===== src/fts_cmp.sv =====
// fts_cmp: shared compare unit used once per scanned entry
// decides whether a candidate fits at or under the limit and beats the current best (or no best is found yet)
`timescale 1ns / 1ps
`default_nettype none

module fts_cmp #(
  parameter int PW = 32
) (
  input  wire logic [PW-1:0] cand,
  input  wire logic [PW-1:0] limit,
  input  wire logic [PW-1:0] best,
  input  wire logic          found,
  output logic               better
);

  logic qual;

  assign qual   = (cand <= limit);
  assign better = qual && (!found || (cand > best));

endmodule

`default_nettype wire


===== config.mk =====
export PLATFORM = sky130hd
export DESIGN_NAME = fts_cmp
export DESIGN_NICKNAME = d
export VERILOG_FILES = /design/src/fts_cmp.sv
export SDC_FILE = /design/constraint.sdc
export NUM_CORES = 1
export LEC_CHECK = 0
export BUFFER_PORTS_ARGS = -buffer_cell sky130_fd_sc_hd__buf_2
export CORE_ASPECT_RATIO = 0.6
export CORE_MARGIN = 5
export CORE_UTILIZATION = 25
export DETAILED_ROUTE_END_ITERATION = 10
export PLACE_DENSITY = 0.54
export SYNTH_ARGS = -nofsm -noshare
export SYNTH_HDL_FRONTEND = slang
export SYNTH_SLANG_ARGS = --single-unit

===== constraint.sdc =====
create_clock -name vclk -period 4
set_clock_uncertainty 0.15 [all_clocks]
set_input_delay 0.8 -clock vclk [all_inputs]
set_output_delay 0.8 -clock vclk [all_outputs]
set_load 0.05 [all_outputs]

After elaboration in Yosys (flattened, before gate mapping)
Cells that the tools add are included.
W data, S select, Z words.
- bits in registers: 0
- bits in latches: 0
- bits in writable memories: 0
- memory bits (read-only): 0
- output and inout port bits: 1
- word-level logic and storage cells: 5
- memories kept: 0
- add/sub/neg operators: 0
- $mul: 0
- divide/modulo/power cells: 0
- $lt $le $gt $ge: 2
- equality and inequality tests: 0
- shift-type cells: 0
- muxes and demuxes: 0
- bitwise gates (word level): 0
- reductions and logical operators: 3
- operators by type and width (cell ; count):
    $gt A32 B32 Y1 ; 1
    $le A32 B32 Y1 ; 1
    $logic_and A1 B1 Y1 ; 1
    $logic_not A1 Y1 ; 1
    $logic_or A1 B1 Y1 ; 1

Logic depth before layout (Yosys ltp)
Gate-level depths: netlist of run 1.
- depth after elaboration: 3
- gate-level depth with buffers: 8
- mapped depth without buffers: 8

Worst setup path before layout of run 1
Ideal clock, no wire load.
- kind: input port to output port
- start point: input port limit[27]
- end point: output port better
- arrival: 2991 ps
- data required time: 3050 ps
- setup slack: 59 ps
- stages on the path: 8
- path buffers: 0
- cells stage by stage: inv_1 ha_1 nand4_1 nor3_1 nor4b_2 inv_1 or4_1 a22oi_1
- longest elaborated chain between the ends: 2
- RTL lines (what ; line ; RTL):
    start, declared ; 10 ; input wire logic [PW-1:0] limit,
    $le A32 B32 Y1 ; 18 ; assign qual = (cand <= limit);
    $logic_and A1 B1 Y1 ; 19 ; assign better = qual && (!found || (cand > best));
    end, declared ; 13 ; output logic better
No other way between the ends.

Final worst setup path of run 1
- start point: input port cand[27]
- end point: output port better
- longest elaborated chain between the ends: 3
- elaborated cells between the ends (all ways): 4
- those cells by class: order compare: 2; reduce/logical: 2
- RTL lines (what ; line ; RTL):
    start, declared ; 9 ; input wire logic [PW-1:0] cand,
    $gt A32 B32 Y1 ; 19 ;
    $logic_or A1 B1 Y1 ; 19 ;
    $logic_and A1 B1 Y1 (*) ; 19 ;
Every way passes the cells marked *; elsewhere a longest branch is shown, timed or not.

==> results of run 1 <==
[per-stage QoR]
step | cell area (um^2) | utilization [%] | power (W) | std cells
final | 2245 | 35.92 | 0.0002101 | 409
after CTS | 2242 | 35.88 | 0.0002121 | 409
after floorplan | 1639 | - | 0.0001219 | 226
after detailed placement | 2242 | 35.88 | 0.0002102 | 409
after global routing | 2245 | 35.92 | 0.0002463 | 409
after global placement | 2242 | 35.88 | 0.0002083 | 409
[area by class of cell]
class | count | area [um^2] | area share (%)
multi-input cells | 162 | 1399 | 62.32
inverters | 64 | 240.2 | 10.70
well taps | 84 | 105.1 | 4.682
repair buffers | 99 | 500.5 | 22.30
[layout by cell type, fill, tap and decap left out]
master,synthesis,routed
a21boi_0,2,2
o21ai_1,3,3
ha_1,64,64
a21o_1,6,6
a221o_1,1,1
a2bb2oi_1,1,1
o31a_1,1,1
nor4b_2,1,1
nand3_1,6,6
nor3_1,4,4
nor4_1,1,1
nor2b_2,1,1
a211oi_1,4,4
nor2_1,1,1
a22oi_1,1,1
inv_1,64,64
o211ai_1,2,2
o21ai_0,5,5
and3_1,1,1
nand4_1,10,10
nand2_1,11,11
buf_4,0,2
nand4_4,1,1
nor2b_1,2,2
and4_1,3,3
or4_1,2,2
nand2_2,1,1
o311ai_1,1,1
a21oi_1,25,25
a221oi_1,1,1
buf_2,0,97
[metal layers]
layer,routed length (um),track usage (%)
met3,280,0.8285
met1,2869,18.88
met4,0,0
met2,1921,17.54
met5,0,0
[critical path, cell delays in order]
cell	delay [ps]
buf_2	110
ha_1	310
nand4_1	150
nor3_1	200
nor4b_2	250
inv_1	80
or4_1	500
a22oi_1	210
buf_4	230
[cells by family (layout without fill, tap and decap cells)]
family	count (synthesis)	in the layout	synth area share, %
and+or+nand+nor	45	45	16.79
adders and majority gates	64	64	48.86
AOI/OAI and AO/OA	53	53	19.69
buffers and inverters	64	163	14.66
[power by group through the flow]
stage	registers [W]	clock network, W	logic, W
finish	0	0	0.000210
global route	0	0	0.000246
CTS	0	0	0.000212
detailed placement	0	0	0.000210
global placement	0	0	0.000208
floorplan	0	0	0.000122
[final timing paths]
check	startpoint	endpoint	slack, ps	cells after the start
setup / recovery	cand[27]	better	220	9
hold / removal	found	better	1780	3
==> run metrics, run 1 <==
Power Density just over 90 nW/um^2; wire per inst approximately 12 um; endpoints failing setup 0; Final Net Count a little under 500; Post-Place Worst Slack between 100 and 150 ps; Max Cap Viol 0; area added between synthesis and finish 36.95%; vias in the first global route 1891; grt ovf 0; core area around 6200 um^2; via/cell ratio around 4.5; std cell rows 22; FFs & Latches 0; Initial DRC Count 64; critical path class primary input to output pin; Worst-Margin Slew roughly 380 ps; Static Leak approximately 1.4 nW; top cells by instance count after synthesis 64 x ha_1, 64 x inv_1, 25 x a21oi_1; vias 1841; share of layout cells above drive strength 1 between 30% and 40%; CP endpoint kind output pin; synth warn 0; fillers ~680; Hold Crit Class primary input to output pin; unrepaired setup endpoints after global routing false; Tcrit/Tclk final 94.62%; Hold-fix buffers, CTS 0; die area roughly 8300 um^2; FF+latch area 0 um^2; antenna-violating nets left 0; VDD IR max ~0.00004 V; all-layer global routing usage approximately an eighth; PnR worst setup slack 215.1 ps; Slew Limit Fails 0; die height around 73 um; Post-CTS Repair Setup Buffers 0; FMAX ~260 MHz; Synth Cell Area around 1600 um^2; Clock power frac 0%; I/O pin cnt 98; DR DRC count 0; share of the synthesized area in the top cell type about half; status finished clean; CP Max Fanout 3; RD Place Congestion 0.8098; Sequential Power Share 0%; Avg Inst Size Synth slightly above 7 um^2; clk_buf instances 0; Setup TNS 0 ps; global-route wire length before repair 8135 um; largest net degree at the start of global routing 5; WP data required 3050 ps; DIE WIDTH approximately 110 um; initial antenna violation count 0; post-CTS sizing 0; Post-Route WL around 5100 um; cells after synthesis ~230; number of I/O port buffers 98; Synth area leader ha_1; Psw 0.0001082 W; Comb power frac 100.0%; Final min period ~3800 ps; Unique masters post-synth 29; synth top area cells ha_1 49%, inv_1 15%, a21oi_1 7.6%; Worst Path Arrival about 2800 ps; DPL Wire Length slightly below 5000 um; Syn Nets roughly 390; Initial Util a little over a quarter; Final Hold Fails 0; startpoint class of the critical path primary input; total iterations of the first detailed-routing run 4; Pint around 0.00010 W; worst hold margin between 1500 and 2000 ps; Slew HR 74.67%; sequential share of the synthesized area 0%; Switching Fraction 51.49%; Diodes inserted 0
Note: power is estimated with default switching activity, not from simulation.
==> run 2: changes to the inputs <==
PLACE_DENSITY = 0.56   (was 0.54)
clock period = 3.35 ns   (was 4 ns; I/O delays follow)
==> run 2 against run 1 <==
- wire length rose by 3.2%
- global-route usage grew 0.33 points
- largest cell class unchanged
- die area unchanged
- flip-flop and latch count unchanged
- critical path depth is the same
- first-iteration DRC count down 1.6%
- final cell count rose by 1.5%
- sequential share of layout area unchanged
- non-clock buffer count grew 6
- critical endpoint unchanged
- count of clock-buffer cells in the layout stayed put
==> run metrics, run 2 (synthesis gave the netlist of run 1 again) <==
status finished clean; WP data required 2530 ps (-520 ps); die height 72.72 um (unchanged); DR DRC count 0 (unchanged); total iterations of the first detailed-routing run 4 (unchanged); Post-CTS Repair Setup Buffers 0 (unchanged); CP endpoint kind output pin; all-layer global routing usage 12.01% (+0.33 points); commonest non-fill, non-tap cell in the layout buf_2; grt ovf 0 (unchanged); initial antenna violation count 0 (unchanged); Slew HR 78.61% (+3.9 points); PnR worst setup slack 3.772 ps (-211.3 ps); die area 8329 um^2 (unchanged); global-route wire length before repair 8349 um (+2.6%); startpoint class of the critical path primary input; Max Cap Viol 0 (unchanged); Sequential Power Share 0% (unchanged); Slew Limit Fails 0 (unchanged); Worst Path Arrival 2530 ps (-300 ps); endpoints failing setup 0 (unchanged); RD Place Congestion 0.7887 (-2.6%); Worst-Margin Slew 318.0 ps (-58.50 ps); largest net degree at the start of global routing 5 (unchanged); Clock power frac 0% (unchanged); I/O pin cnt 98 (unchanged); Power Total 0.0002724 W (+30%); Diodes inserted 0 (unchanged); fillers 660 (-2.7%); Comb power frac 100.0% (about the same); Initial Util 26.23% (unchanged); FF+latch area 0 um^2 (unchanged); CP Max Fanout 2 (-1); Pint 0.0001336 W (+31%); Post-Route WL 5235 um (+3.2%); Hold Crit Class primary input to output pin; std cell rows 22 (unchanged); vias 1835 (-0.33%); vias in the first global route 1826 (-3.4%); Psw 0.0001387 W (+28%); DPL Wire Length 4972 um (+1.2%); Post-Place Worst Slack -175.0 ps (-285.8 ps); VDD IR max 0.00005146 V (+28%); Tcrit/Tclk final between 90 and 100%; Final Hold Fails 0 (unchanged); Final min period about 3300 ps; Hold-fix buffers, CTS 0 (unchanged); wire per inst 12.61 um (+1.7%); Switching Fraction 50.93% (-0.56 points); antenna-violating nets left 0 (unchanged); number of I/O port buffers 98 (unchanged); via/cell ratio 4.422 (-1.8%); FFs & Latches 0 (unchanged); Static Leak 1.460 nW (+3.1%); area added between synthesis and finish 45.19%; Initial DRC Count 63 (-1.6%); unrepaired setup endpoints after global routing true; share of layout cells above drive strength 1 35.35% (+3.7 points); critical path class primary input to output pin; worst hold margin 1502 ps (-282.5 ps); clk_buf instances 0 (unchanged); Power Density 114.4 nW/um^2 (+22%); DIE WIDTH 114.5 um (unchanged); core area 6248 um^2 (unchanged); most frequent cells in the layout 93 x buf_2, 62 x inv_1, 60 x ha_1; FMAX around 300 MHz; Final Net Count 494 (+1.2%)
[run 2: cell types whose count changed in the layout (fill, tap and decap cells not counted), sizes merged]
cell | previous run | this run
buf | 99 | 105
[run 2: power groups by stage]
stage | clock, W | combinational (W) | sequential, W
after floorplan | 0 | 0.000147 | 0
after global placement | 0 | 0.000256 | 0
after detailed placement | 0 | 0.000260 | 0
after CTS | 0 | 0.000266 | 0
after global routing | 0 | 0.000315 | 0
final | 0 | 0.000272 | 0
[run 2: timing repair]
action	4_1_cts	5_1_grt
pin swaps	1	0
endpoints found under the setup margin	1	1
resized for setup	4	10
[run 2: path summary, 6_finish.rpt]
check | slack [ps] | end | cells after the start | from
worst max-delay path | 4 | better | 9 | cand[25]
worst min-delay path | 1500 | better | 3 | found
[run 2: layer usage]
layer | vias to the layer above | part of all wire, % | GRT usage, %
li1 | 1009 | - | -
met1 | 785 | 55 | 19.27
met2 | 41 | 40 | 18.12
met3 | 0 | 5.2 | 0.9942
met4 | 0 | 0 | 0
met5 | - | 0 | 0
[run 2: critical path: stages]
cell	delay, ps
buf_4	120
ha_4	250
nand4_1	130
nor3_2	200
nor4b_4	240
inv_1	80
or4_1	420
a22oi_2	220
buf_6	190
[run 2: final cells by class]
cell class	count	area [um^2]	area share [%]
inverter	64	240.2	10.09
multi-input combinational	162	1468	61.67
tap	84	105.1	4.416
timing repair buffer	105	566.8	23.82
[run 2: through the flow]
| stage | utilization (%) | TNS [ps] | area (um^2) | cells |
|---|---|---|---|---|
| after floorplan | - | 0 | 1644 | 226 |
| after global placement | 36.68 | -61.18 | 2292 | 415 |
| after detailed placement | 36.68 | -175.0 | 2292 | 415 |
| after CTS | 37.00 | 0 | 2312 | 415 |
| after global routing | 38.09 | -60.19 | 2380 | 415 |
| final | 38.09 | 0 | 2380 | 415 |
